$ cat src/hdl/frc4_pkg.sv
// Package for the framed RC4 message decipher: constants, register indexes and state codes.
`default_nettype none

package frc4_pkg;

  // Default width of the message length and byte position.
  localparam int LENGTH_BITS_DEF = 24;

  // Framing constants: header length and RC4 key length in bytes.
  localparam int HDR_LEN = 20;
  localparam int KEY_LEN = 16;

  // Last index of the RC4 state table.
  localparam logic [7:0] SBOX_LAST = 8'hFF;

  // Configuration port geometry and register indexes.
  localparam int CFG_IDX_W  = 3;
  localparam int CFG_DATA_W = 64;

  localparam logic [CFG_IDX_W-1:0] CFG_XOR_KEY_LO  = 3'd0;
  localparam logic [CFG_IDX_W-1:0] CFG_XOR_KEY_HI  = 3'd1;
  localparam logic [CFG_IDX_W-1:0] CFG_SESS_KEY_LO = 3'd2;
  localparam logic [CFG_IDX_W-1:0] CFG_SESS_KEY_HI = 3'd3;
  localparam logic [CFG_IDX_W-1:0] CFG_USE_SESSION = 3'd4;

  // Sequencer states.
  typedef enum logic [4:0] {
    ST_IDLE,
    ST_KINIT,
    ST_KA,
    ST_KB,
    ST_KC,
    ST_KD,
    ST_PA,
    ST_PB,
    ST_PC,
    ST_PD,
    ST_PE,
    ST_PF,
    ST_DIV,
    ST_DEC,
    ST_HDR,
    ST_OUT
  } state_e;

endpackage

`default_nettype wire

$ cat src/hdl/frc4_if.sv
// Valid/ready channel interfaces for message bytes in and deciphered bytes out.
`default_nettype none

interface frc4_in_if #(
  parameter int LEN_W = frc4_pkg::LENGTH_BITS_DEF
);
  logic             valid;
  logic             ready;
  logic [7:0]       in_byte;
  logic             first_byte;
  logic [LEN_W-1:0] msg_length;

  modport source (output valid, output in_byte, output first_byte, output msg_length,
                  input ready);
  modport sink   (input valid, input in_byte, input first_byte, input msg_length,
                  output ready);
endinterface

interface frc4_out_if;
  logic       valid;
  logic       ready;
  logic [7:0] out_byte;
  logic       out_last;
  logic       passthrough;

  modport source (output valid, output out_byte, output out_last, output passthrough,
                  input ready);
  modport sink   (input valid, input out_byte, input out_last, input passthrough,
                  output ready);
endinterface

`default_nettype wire

$ cat src/hdl/framed_rc4_message_decrypt_top.sv
// Framed RC4 message decipher: sequencer, RC4 state memory and remainder unit.
// Usage. Message bytes arrive one item at a time on in_if; the item that carries byte 0
// has first_byte set and brings the total message length. Results leave on out_if, one
// deciphered (or raw) byte per item, with out_last on the final byte. The keys are to be
// set through the plain write port (cfg_we_i, cfg_idx_i, cfg_data_i) while the block is idle;
// the block itself does not enforce this.
// Steps per input item: header bytes 0 to 14 and skipped bytes are only accepted;
//   byte 15 runs the key schedule (fill pass, then four accesses of the single-port
//   state memory per swap); bytes 16 to 19 run the six states of one keystream step;
//   a deciphered payload byte runs those six states and then the output load;
//   byte 19 of a message over 20 bytes also runs the frame remainder (division steps,
//   then a test), unless the block size wraps below 20; when it wraps or the remainder
//   is below 19, the 20 header bytes are replayed in passthrough;
//   passthrough bytes after the header are accepted and then loaded for output.
// out_if is driven straight from the output register.
// in_if.ready is high only while the sequencer is idle. If the receiver stalls, the
// output register holds its item and the sequencer waits in its output step.
// Reset clears the configuration registers, the framing state and the output valid;
// the RC4 state memory and the header store are left as they are, as every message
// writes them before it reads them.
`default_nettype none

module framed_rc4_message_decrypt_top #(
  parameter int LENGTH_BITS = frc4_pkg::LENGTH_BITS_DEF
) (
  input  wire logic                            clk_i,
  input  wire logic                            rst_ni,
  input  wire logic                            cfg_we_i,
  input  wire logic [frc4_pkg::CFG_IDX_W-1:0]  cfg_idx_i,
  input  wire logic [frc4_pkg::CFG_DATA_W-1:0] cfg_data_i,
  frc4_in_if.sink                              in_if,
  frc4_out_if.source                           out_if
);

  localparam int L      = LENGTH_BITS;
  localparam int CNT_W  = $clog2(L);
  localparam int HIDX_W = $clog2(frc4_pkg::HDR_LEN);

  localparam logic [L-1:0]  P_KEY      = L'(frc4_pkg::KEY_LEN - 1);
  localparam logic [L-1:0]  P_HDR      = L'(frc4_pkg::HDR_LEN);
  localparam logic [L-1:0]  P_HDR_LAST = L'(frc4_pkg::HDR_LEN - 1);
  localparam logic [L:0]    P_HDR_X    = (L+1)'(frc4_pkg::HDR_LEN);
  localparam logic [31:0]   B_HDR      = 32'(frc4_pkg::HDR_LEN);
  localparam logic [31:0]   REM_MIN    = 32'(frc4_pkg::HDR_LEN - 1);
  localparam logic [HIDX_W-1:0] HK_LAST = HIDX_W'(frc4_pkg::HDR_LEN - 1);

  // Configuration registers.
  logic [63:0] xor_lo_q, xor_hi_q, sess_lo_q, sess_hi_q;
  logic        use_sess_q;

  // Sequencer and framing state.
  frc4_pkg::state_e state_q, state_d;
  logic [L-1:0]  pos_q, tot_q;
  logic [31:0]   blk_q, off_q;
  logic          raw_q;
  logic [7:0]    i_q, j_q, n_q, si_q, sj_q, byte_q;
  logic          ks_hdr_q, hdr_last_q;
  logic [HIDX_W-1:0] hk_q;
  logic [7:0]    raw_hdr_q [frc4_pkg::HDR_LEN];

  // Remainder unit.
  logic [L-1:0]     dvd_q;
  logic [31:0]      rem_q;
  logic [CNT_W-1:0] cnt_q;
  logic [32:0]      trial, trial_sub;
  logic             trial_ge;

  // Result staging and output register.
  logic [7:0] res_byte_q, out_byte_q;
  logic       res_last_q, res_pt_q, out_last_q, out_pt_q, out_valid_q;
  logic       out_free;

  // RC4 state memory, single port.
  logic [7:0] sbox_mem [256];
  logic       mem_we;
  logic [7:0] mem_addr, mem_wdata, mem_rdata_q;

  // Input decode.
  logic          in_ready, in_acc, first;
  logic [L-1:0]  p_e, tot_e;
  logic [31:0]   blk_e, off_e, dlen, o1;
  logic          raw_e, live, hdr_zone, key_pos, bs_zone, take, frame_end;
  logic          raw_last, pay_last;
  logic [L:0]    p1, nxt;

  // Shared 8-bit adder and key byte.
  logic [HIDX_W-1:0] hdr_rd_idx;
  logic [7:0]        hdr_rd, key_byte, j_sum;
  logic [63:0]       xw, sw;
  logic [31:0]       nb_shift, nb;
  logic [7:0]        ks_byte;

  assign in_acc = in_if.valid && in_ready;
  assign first  = in_if.first_byte;
  assign in_if.ready = in_ready;

  assign out_if.valid       = out_valid_q;
  assign out_if.out_byte    = out_byte_q;
  assign out_if.out_last    = out_last_q;
  assign out_if.passthrough = out_pt_q;
  assign out_free = !out_valid_q || out_if.ready;

  // A new message restarts the framing state before the byte is looked at.
  always_comb begin
    tot_e = first ? L'(in_if.msg_length) : tot_q;
    p_e   = first ? '0 : pos_q;
    blk_e = first ? '0 : blk_q;
    off_e = first ? '0 : off_q;
    raw_e = first ? 1'b0 : raw_q;

    live     = p_e < tot_e;
    hdr_zone = p_e < P_HDR;
    key_pos  = p_e == P_KEY;
    bs_zone  = (p_e > P_KEY) && hdr_zone;

    dlen      = blk_e - B_HDR;
    take      = (off_e < dlen) && (p_e < (tot_e - P_HDR));
    o1        = off_e + 32'd1;
    frame_end = o1 >= blk_e;
    p1        = {1'b0, p_e} + (L+1)'(1);
    nxt       = (o1 < dlen) ? p1 : p1 + P_HDR_X;
    pay_last  = (nxt + P_HDR_X) >= {1'b0, tot_e};
    raw_last  = p_e == (tot_e - L'(1));
  end

  // Key byte for the schedule and the single read port of the header store.
  always_comb begin
    hdr_rd_idx = (state_q == frc4_pkg::ST_HDR) ? hk_q : HIDX_W'(n_q[3:0]);
    hdr_rd     = raw_hdr_q[hdr_rd_idx];
    xw         = n_q[3] ? xor_hi_q : xor_lo_q;
    sw         = n_q[3] ? sess_hi_q : sess_lo_q;
    key_byte   = hdr_rd ^ xw[{n_q[2:0], 3'b000} +: 8] ^
                 (use_sess_q ? sw[{n_q[2:0], 3'b000} +: 8] : 8'h00);
    j_sum      = j_q + mem_rdata_q + ((state_q == frc4_pkg::ST_KB) ? key_byte : 8'h00);
    ks_byte    = byte_q ^ mem_rdata_q;
    nb_shift   = {blk_q[23:0], ks_byte};
    nb         = hdr_last_q ? nb_shift + B_HDR : nb_shift;
    trial      = {rem_q, dvd_q[L-1]};
    trial_sub  = trial - {1'b0, blk_q};
    trial_ge   = trial >= {1'b0, blk_q};
  end

  // Next state.
  always_comb begin
    state_d = state_q;
    unique case (state_q)
      frc4_pkg::ST_IDLE: begin
        if (in_acc && live) begin
          if (key_pos) begin
            state_d = frc4_pkg::ST_KINIT;
          end else if (bs_zone) begin
            state_d = frc4_pkg::ST_PA;
          end else if (!hdr_zone) begin
            if (raw_e) begin
              state_d = frc4_pkg::ST_OUT;
            end else if (take) begin
              state_d = frc4_pkg::ST_PA;
            end
          end
        end
      end
      frc4_pkg::ST_KINIT: if (n_q == frc4_pkg::SBOX_LAST) state_d = frc4_pkg::ST_KA;
      frc4_pkg::ST_KA:    state_d = frc4_pkg::ST_KB;
      frc4_pkg::ST_KB:    state_d = frc4_pkg::ST_KC;
      frc4_pkg::ST_KC:    state_d = frc4_pkg::ST_KD;
      frc4_pkg::ST_KD: begin
        state_d = (n_q == frc4_pkg::SBOX_LAST) ? frc4_pkg::ST_IDLE : frc4_pkg::ST_KA;
      end
      frc4_pkg::ST_PA: state_d = frc4_pkg::ST_PB;
      frc4_pkg::ST_PB: state_d = frc4_pkg::ST_PC;
      frc4_pkg::ST_PC: state_d = frc4_pkg::ST_PD;
      frc4_pkg::ST_PD: state_d = frc4_pkg::ST_PE;
      frc4_pkg::ST_PE: state_d = frc4_pkg::ST_PF;
      frc4_pkg::ST_PF: begin
        if (!ks_hdr_q) begin
          state_d = frc4_pkg::ST_OUT;
        end else if (hdr_last_q && (tot_q > P_HDR)) begin
          state_d = (nb < B_HDR) ? frc4_pkg::ST_HDR : frc4_pkg::ST_DIV;
        end else begin
          state_d = frc4_pkg::ST_IDLE;
        end
      end
      frc4_pkg::ST_DIV: if (cnt_q == '0) state_d = frc4_pkg::ST_DEC;
      frc4_pkg::ST_DEC: begin
        state_d = (rem_q < REM_MIN) ? frc4_pkg::ST_HDR : frc4_pkg::ST_IDLE;
      end
      frc4_pkg::ST_HDR: if (out_free && hk_q == HK_LAST) state_d = frc4_pkg::ST_IDLE;
      frc4_pkg::ST_OUT: if (out_free) state_d = frc4_pkg::ST_IDLE;
      default: state_d = frc4_pkg::ST_IDLE;
    endcase
  end

  // Memory port and handshake outputs.
  always_comb begin
    in_ready  = 1'b0;
    mem_we    = 1'b0;
    mem_addr  = n_q;
    mem_wdata = mem_rdata_q;
    unique case (state_q)
      frc4_pkg::ST_IDLE:  in_ready = 1'b1;
      frc4_pkg::ST_KINIT: begin
        mem_we    = 1'b1;
        mem_wdata = n_q;
      end
      frc4_pkg::ST_KA: mem_addr = n_q;
      frc4_pkg::ST_KB: mem_addr = j_sum;
      frc4_pkg::ST_KC: mem_we   = 1'b1;
      frc4_pkg::ST_KD: begin
        mem_we    = 1'b1;
        mem_addr  = j_q;
        mem_wdata = si_q;
      end
      frc4_pkg::ST_PA: mem_addr = i_q + 8'd1;
      frc4_pkg::ST_PB: mem_addr = j_sum;
      frc4_pkg::ST_PC: begin
        mem_we   = 1'b1;
        mem_addr = i_q;
      end
      frc4_pkg::ST_PD: begin
        mem_we    = 1'b1;
        mem_addr  = j_q;
        mem_wdata = si_q;
      end
      frc4_pkg::ST_PE: mem_addr = si_q + sj_q;
      default: ;
    endcase
  end

  always_ff @(posedge clk_i) begin
    if (mem_we) begin
      sbox_mem[mem_addr] <= mem_wdata;
    end
    mem_rdata_q <= sbox_mem[mem_addr];
  end

  // Configuration registers.
  always_ff @(posedge clk_i or negedge rst_ni) begin
    if (!rst_ni) begin
      xor_lo_q   <= '0;
      xor_hi_q   <= '0;
      sess_lo_q  <= '0;
      sess_hi_q  <= '0;
      use_sess_q <= 1'b0;
    end else if (cfg_we_i) begin
      unique case (cfg_idx_i)
        frc4_pkg::CFG_XOR_KEY_LO:  xor_lo_q   <= cfg_data_i;
        frc4_pkg::CFG_XOR_KEY_HI:  xor_hi_q   <= cfg_data_i;
        frc4_pkg::CFG_SESS_KEY_LO: sess_lo_q  <= cfg_data_i;
        frc4_pkg::CFG_SESS_KEY_HI: sess_hi_q  <= cfg_data_i;
        frc4_pkg::CFG_USE_SESSION: use_sess_q <= cfg_data_i[0];
        default: ;
      endcase
    end
  end

  // Control state.
  always_ff @(posedge clk_i or negedge rst_ni) begin
    if (!rst_ni) begin
      state_q <= frc4_pkg::ST_IDLE;
      pos_q   <= '0;
      tot_q   <= '0;
      blk_q   <= '0;
      off_q   <= '0;
      raw_q   <= 1'b0;
      i_q     <= '0;
      j_q     <= '0;
      n_q     <= '0;
      hk_q    <= '0;
      cnt_q   <= '0;
    end else begin
      state_q <= state_d;
      case (state_q)
        frc4_pkg::ST_IDLE: begin
          if (in_acc) begin
            if (first) begin
              tot_q <= tot_e;
              blk_q <= '0;
              off_q <= '0;
              raw_q <= 1'b0;
              i_q   <= '0;
              j_q   <= '0;
            end
            if (live) begin
              pos_q <= p1[L-1:0];
              if (key_pos) begin
                n_q <= '0;
                j_q <= '0;
              end
              if (!hdr_zone && !raw_e) begin
                off_q <= frame_end ? '0 : o1;
              end
            end else if (first) begin
              pos_q <= '0;
            end
          end
        end
        frc4_pkg::ST_KINIT: n_q <= n_q + 8'd1;
        frc4_pkg::ST_KB:    j_q <= j_sum;
        frc4_pkg::ST_KD: begin
          n_q <= n_q + 8'd1;
          if (n_q == frc4_pkg::SBOX_LAST) begin
            i_q <= '0;
            j_q <= '0;
          end
        end
        frc4_pkg::ST_PA: i_q <= i_q + 8'd1;
        frc4_pkg::ST_PB: j_q <= j_sum;
        frc4_pkg::ST_PF: begin
          if (ks_hdr_q) begin
            blk_q <= nb;
            if (hdr_last_q && (tot_q > P_HDR)) begin
              if (nb < B_HDR) begin
                raw_q <= 1'b1;
                hk_q  <= '0;
              end else begin
                cnt_q <= CNT_W'(L - 1);
              end
            end
          end
        end
        frc4_pkg::ST_DIV: cnt_q <= cnt_q - CNT_W'(1);
        frc4_pkg::ST_DEC: begin
          if (rem_q < REM_MIN) begin
            raw_q <= 1'b1;
            hk_q  <= '0;
          end
        end
        frc4_pkg::ST_HDR: if (out_free) hk_q <= hk_q + HIDX_W'(1);
        default: ;
      endcase
    end
  end

  // Payload registers: header store, keystream operands, remainder unit, result staging.
  always_ff @(posedge clk_i) begin
    case (state_q)
      frc4_pkg::ST_IDLE: begin
        if (in_acc && live) begin
          if (hdr_zone) begin
            raw_hdr_q[p_e[HIDX_W-1:0]] <= in_if.in_byte;
          end
          if (bs_zone) begin
            byte_q     <= in_if.in_byte;
            ks_hdr_q   <= 1'b1;
            hdr_last_q <= p_e == P_HDR_LAST;
          end else if (!hdr_zone) begin
            if (raw_e) begin
              res_byte_q <= in_if.in_byte;
              res_last_q <= raw_last;
              res_pt_q   <= 1'b1;
            end else begin
              byte_q     <= in_if.in_byte;
              ks_hdr_q   <= 1'b0;
              res_last_q <= pay_last;
            end
          end
        end
      end
      frc4_pkg::ST_KB: si_q <= mem_rdata_q;
      frc4_pkg::ST_PB: si_q <= mem_rdata_q;
      frc4_pkg::ST_PC: sj_q <= mem_rdata_q;
      frc4_pkg::ST_PF: begin
        if (!ks_hdr_q) begin
          res_byte_q <= ks_byte;
          res_pt_q   <= 1'b0;
        end
        // Loaded in every step PF; only the last header byte leads on to the remainder unit.
        dvd_q <= tot_q - L'(frc4_pkg::HDR_LEN + 1);
        rem_q <= '0;
      end
      frc4_pkg::ST_DIV: begin
        rem_q <= trial_ge ? trial_sub[31:0] : trial[31:0];
        dvd_q <= dvd_q << 1;
      end
      default: ;
    endcase
  end

  // Output register: loaded from the staging registers or from the header store.
  always_ff @(posedge clk_i or negedge rst_ni) begin
    if (!rst_ni) begin
      out_valid_q <= 1'b0;
    end else if ((state_q == frc4_pkg::ST_OUT || state_q == frc4_pkg::ST_HDR) && out_free) begin
      out_valid_q <= 1'b1;
    end else if (out_if.ready) begin
      out_valid_q <= 1'b0;
    end
  end

  always_ff @(posedge clk_i) begin
    if (state_q == frc4_pkg::ST_OUT && out_free) begin
      out_byte_q <= res_byte_q;
      out_last_q <= res_last_q;
      out_pt_q   <= res_pt_q;
    end else if (state_q == frc4_pkg::ST_HDR && out_free) begin
      out_byte_q <= hdr_rd;
      out_last_q <= 1'b0;
      out_pt_q   <= 1'b1;
    end
  end

`ifndef SYNTH
  // The key schedule leaves both RC4 indexes at zero and returns to idle.
  assert property (@(posedge clk_i) disable iff (!rst_ni)
    (state_q == frc4_pkg::ST_KD && n_q == frc4_pkg::SBOX_LAST) |=>
      (i_q == 8'd0 && j_q == 8'd0 && state_q == frc4_pkg::ST_IDLE))
    else $error("key schedule did not finish cleanly");

  // The partial remainder always stays below the block size.
  assert property (@(posedge clk_i) disable iff (!rst_ni)
    (state_q == frc4_pkg::ST_DIV) |-> (rem_q < blk_q))
    else $error("remainder out of range");

  // Raw header replay only happens in passthrough and within the header.
  assert property (@(posedge clk_i) disable iff (!rst_ni)
    (state_q == frc4_pkg::ST_HDR) |-> (raw_q && hk_q <= HK_LAST))
    else $error("header replay out of range");

  // A first byte always restarts the byte position.
  assert property (@(posedge clk_i) disable iff (!rst_ni)
    (in_acc && first) |=> (pos_q <= L'(1)))
    else $error("byte position not restarted");
`endif

endmodule

`default_nettype wire
$ cat src/flat_wrapper.sv
// flat-port wrapper written by rule: the top's interface ports become plain ports
module framed_rc4_message_decrypt_top_flat 
#(
  parameter int LENGTH_BITS = frc4_pkg::LENGTH_BITS_DEF
)
  (clk_i, rst_ni, cfg_we_i, cfg_idx_i, cfg_data_i, in_if_valid, in_if_in_byte, in_if_first_byte, in_if_msg_length, in_if_ready, out_if_valid, out_if_out_byte, out_if_out_last, out_if_passthrough, out_if_ready);
  frc4_in_if in_if_i ();
  frc4_out_if out_if_i ();
  input  wire logic clk_i;
  input  wire logic rst_ni;
  input  wire logic cfg_we_i;
  input  wire logic [frc4_pkg::CFG_IDX_W-1:0] cfg_idx_i;
  input  wire logic [frc4_pkg::CFG_DATA_W-1:0] cfg_data_i;
  input wire logic [$bits(in_if_i.valid)-1:0] in_if_valid;
  input wire logic [$bits(in_if_i.in_byte)-1:0] in_if_in_byte;
  input wire logic [$bits(in_if_i.first_byte)-1:0] in_if_first_byte;
  input wire logic [$bits(in_if_i.msg_length)-1:0] in_if_msg_length;
  output wire logic [$bits(in_if_i.ready)-1:0] in_if_ready;
  output wire logic [$bits(out_if_i.valid)-1:0] out_if_valid;
  output wire logic [$bits(out_if_i.out_byte)-1:0] out_if_out_byte;
  output wire logic [$bits(out_if_i.out_last)-1:0] out_if_out_last;
  output wire logic [$bits(out_if_i.passthrough)-1:0] out_if_passthrough;
  input wire logic [$bits(out_if_i.ready)-1:0] out_if_ready;
  assign in_if_i.valid = in_if_valid;
  assign in_if_i.in_byte = in_if_in_byte;
  assign in_if_i.first_byte = in_if_first_byte;
  assign in_if_i.msg_length = in_if_msg_length;
  assign in_if_ready = in_if_i.ready;
  assign out_if_valid = out_if_i.valid;
  assign out_if_out_byte = out_if_i.out_byte;
  assign out_if_out_last = out_if_i.out_last;
  assign out_if_passthrough = out_if_i.passthrough;
  assign out_if_i.ready = out_if_ready;
  framed_rc4_message_decrypt_top #(.LENGTH_BITS(LENGTH_BITS)) u_core (.clk_i(clk_i), .rst_ni(rst_ni), .cfg_we_i(cfg_we_i), .cfg_idx_i(cfg_idx_i), .cfg_data_i(cfg_data_i), .in_if(in_if_i), .out_if(out_if_i));
endmodule
$ cat config.mk
export PLATFORM = sky130hd
export DESIGN_NAME = framed_rc4_message_decrypt_top_flat
export DESIGN_NICKNAME = d
export VERILOG_FILES = /design/src/hdl/frc4_pkg.sv /design/src/hdl/frc4_if.sv /design/src/hdl/framed_rc4_message_decrypt_top.sv /design/src/flat_wrapper.sv
export SDC_FILE = /design/constraint.sdc
export NUM_CORES = 2
export LEC_CHECK = 0
export ABC_AREA = 1
export BUFFER_PORTS_ARGS = -buffer_cell sky130_fd_sc_hd__buf_2
export CAP_MARGIN = 10
export CORE_UTILIZATION = 30
export DETAILED_ROUTE_END_ITERATION = 8
export PLACE_DENSITY = 0.45
export SLEW_MARGIN = 10
export SYNTH_ARGS = -nofsm -noshare
export SYNTH_HDL_FRONTEND = slang
export SYNTH_SLANG_ARGS = --single-unit
$ cat constraint.sdc
create_clock -name clk_i -period 10.9 [get_ports clk_i]
set_input_delay 1.635 -clock clk_i [delete_from_list [all_inputs] [get_ports clk_i]]
set_output_delay 1.635 -clock clk_i [all_outputs]
set_load 0.01 [all_outputs]
==> impl_results.md <==
- Status: finished clean
- Largest area contributor in the netlist: edfxtp_1
- Total iterations of the first detailed-routing run: 6
- TritonCTS buffer count: 316
- Setup Buffers After CTS: 0
- Initial antenna violation count: 10
- Mux share of post-synthesis cell area: 0.00823%
- Hold Crit Class: flop to flop
- Placement Rows: 233
- Area share of fa/ha/maj cells after synthesis: 2.26%
- Post-Syn Nets: 10.9k
- Clk_skew: 0.0879 ns
- Clock Sinks: 2,727
- Global route overflow: 0
- H-Tree Depth: 5
- Length of routed met3 wiring: 22.7 mm
- Layout cells sized above 1: 9.66%
- Worst slew pin tran: 1.16 ns
- Final setup vio count: 0
- Met2 routed WL: 189 mm
- Top-count cell post-synth: edfxtp_1
- Unique masters post-synth: 85
- Initial DRC Count: 7,996
- Die height: 639 um
- Critical path fanouts, max: 80
- Core area: 403,000 um2
- CP dominant cell by count: nand2_1
- Avg Synthesized Cell Area: 11.5 um2
- Main combinational cell family by area after synthesis: simple AND/OR/NAND/NOR gates
- Compound-Gate Fraction of Synth Area: 12.3%
- Layout area overhead: 13.7%
- Flops & latches, synth: 2,727
- CP arrival: 9.74 ns
- Startpoint types: flop
- IO Count: 117
- Root buf cell: clkbuf_16
- RSZ-0062 raised after global routing: no
- Post-DP HPWL: 252 mm
- Cell area after synthesis: 122,000 um2
- Hold buffers post-CTS: 0
- Post-CTS sizing: 0
- Synth top area share: 57.0%
- Yosys Warn Count: 0
- Fin. max-slew vios: 0
- Synth cell count leaders: 2,310 x edfxtp_1, 1,255 x nand3_1, 1,238 x nand2_1
- Crit path required time: 11.79 ns
- Initial Utilization: 30.2%
- Total GRT Usage: 19.1%
- Min cycle time layout: 8.84 ns
- Cells after Synth: 10.6k
- Clock Latency Late Sink: 0.95 ns
- Pin count of the biggest net entering global routing: 190
- R2r setup slk: 2.06 ns
- CP Capture Type: flop
- Max-Cap Viols: 0
- Main synth FF type: edfxtp_1
- Top layer in use: met4
- Slowest cell on the critical path: buf_4
- Post-Synth Simple-Gate Area: 14.2%
- IO buf count: 116
- DR vias/cell: 5.30
- Final period util: 81.1%
- Clock transition at path regs: 0.06 ns
- Setup tns final: 0 ns
- Drt total wl: 403 mm
- Antenna viol nets, final: 0
- Async SR Flop Fraction: 15.0%
- Post-synth EDFFs: 2,310
- DRC viols: 0
- Worst-case clock buffer depth: 4
- Vias in the first global route: 84.2k
- Fmax: 113 MHz
- # nets final: 10.9k
- Avg WL per Cell: 24.8 um
- Final Hold Fails: 0
- First-pass GRT wire length: 589 mm
- Sequential element share of the synthesized area: 65.6%
- Top post-synthesis cells by area: edfxtp_1 57%, dfrtp_1 8.4%, nand3_1 5.2%
- CP max stage delay: 0.65 ns
- Critical path class: flop to flop
- CTS tree: built
- Slew margin rel.: 22.4%
- Core Util, Final: 34.3%
- M1 wire length: 179 mm
- Total number of vias: 86.0k
- Gpl congestion: 0.880
- Die area: 408,000 um2
- Die width: 639 um
- XOR/XNOR share of the synthesized area: 1.62%
==> cells by family (layout without fill, tap and decap cells) <==
logic type | Yosys count | in the layout
buffers and inverters | 1224 | 1440
multiplexers | 1 | 1
adder cells (fa/ha/maj) | 214 | 214
AO/OA/AOI/OAI | 2412 | 2412
flip-flops | 2727 | 2727
XOR/XNOR | 223 | 223
AND/OR/NAND/NOR | 3798 | 3798
other | 0 | 7
==> state kept, by name, summed over array words and instances (netlist names), 64 cells and up <==
signal	count
u_core.raw_hdr_q	160
u_core.sbox_mem	2048
u_core.sess_hi_q	64
u_core.sess_lo_q	64
u_core.xor_hi_q	64
u_core.xor_lo_q	64
==> stage by stage <==
step	cell area, um2	hold WS (ns)	instances	setup WS, ns
floorplan	122000	0.448	10599	1.25
global placement	128000	0.461	15647	1.48
detailed placement	128000	0.468	15647	1.73
CTS	138000	0.482	16219	1.92
global route	138000	0.501	16224	1.48
finish	138000	0.480	16227	2.06
==> cell usage in the layout (no fill, tap or decap), types with 169 or more instances in the layout <==
| master | instances |
|---|---|
| inv_1 | 513 |
| o21ai_0 | 750 |
| ha_1 | 204 |
| a31oi_1 | 486 |
| a21oi_1 | 286 |
| nand2_1 | 1218 |
| dfrtp_1 | 407 |
| xor2_1 | 169 |
| nor2_1 | 808 |
| edfxtp_1 | 2310 |
| a22oi_1 | 539 |
| nand3_1 | 1253 |
| clkbuf_16 | 318 |
==> final timing paths <==
check                                startpoint  depth (start not counted)               endpoint
setup / recovery              u_core.state_q[2]                         36  u_core.mem_rdata_q[0]
hold / removal             u_core.sess_hi_q[35]                          2   u_core.sess_hi_q[35]
setup reg to reg              u_core.state_q[2]                         36  u_core.mem_rdata_q[0]
hold reg to reg            u_core.sess_hi_q[35]                          2   u_core.sess_hi_q[35]
max in group asynchronous                rst_ni                          3       u_core.blk_q[21]
min in group asynchronous                rst_ni                          1    u_core.xor_lo_q[23]
==> final cells by class <==
cell class | instances | area [um2]
sequential | 2727 | 79800
fill | 40049 | 265000
inverter | 572 | 2180
antenna | 7 | 17.5
timing repair buffer | 296 | 2350
tap | 5405 | 6760
clock buffer | 398 | 8380
multi-input combinational | 6648 | 37000
clock inverter | 174 | 1730
==> metal layers <==
metal	GRT usage [%]	vias up
met5	0	-
li1	-	39156
met3	2.44	590
met4	5.68	0
met2	31.2	2811
met1	26.5	43466
==> worst max-delay path, delay by kind of cell, from the launching register on <==
| kind | cells | cell delay (ns) |
|---|---|---|
| compound gates | 14 | 3.15 |
| simple gates | 13 | 2.28 |
| buf+inv | 6 | 1.93 |
| fa+ha+maj | 3 | 1.02 |
| flops | 1 | 0.41 |
Power is left out: the tool's default activity adds up to more than one toggle a clock period on the data nets, which glitch-free logic cannot reach.
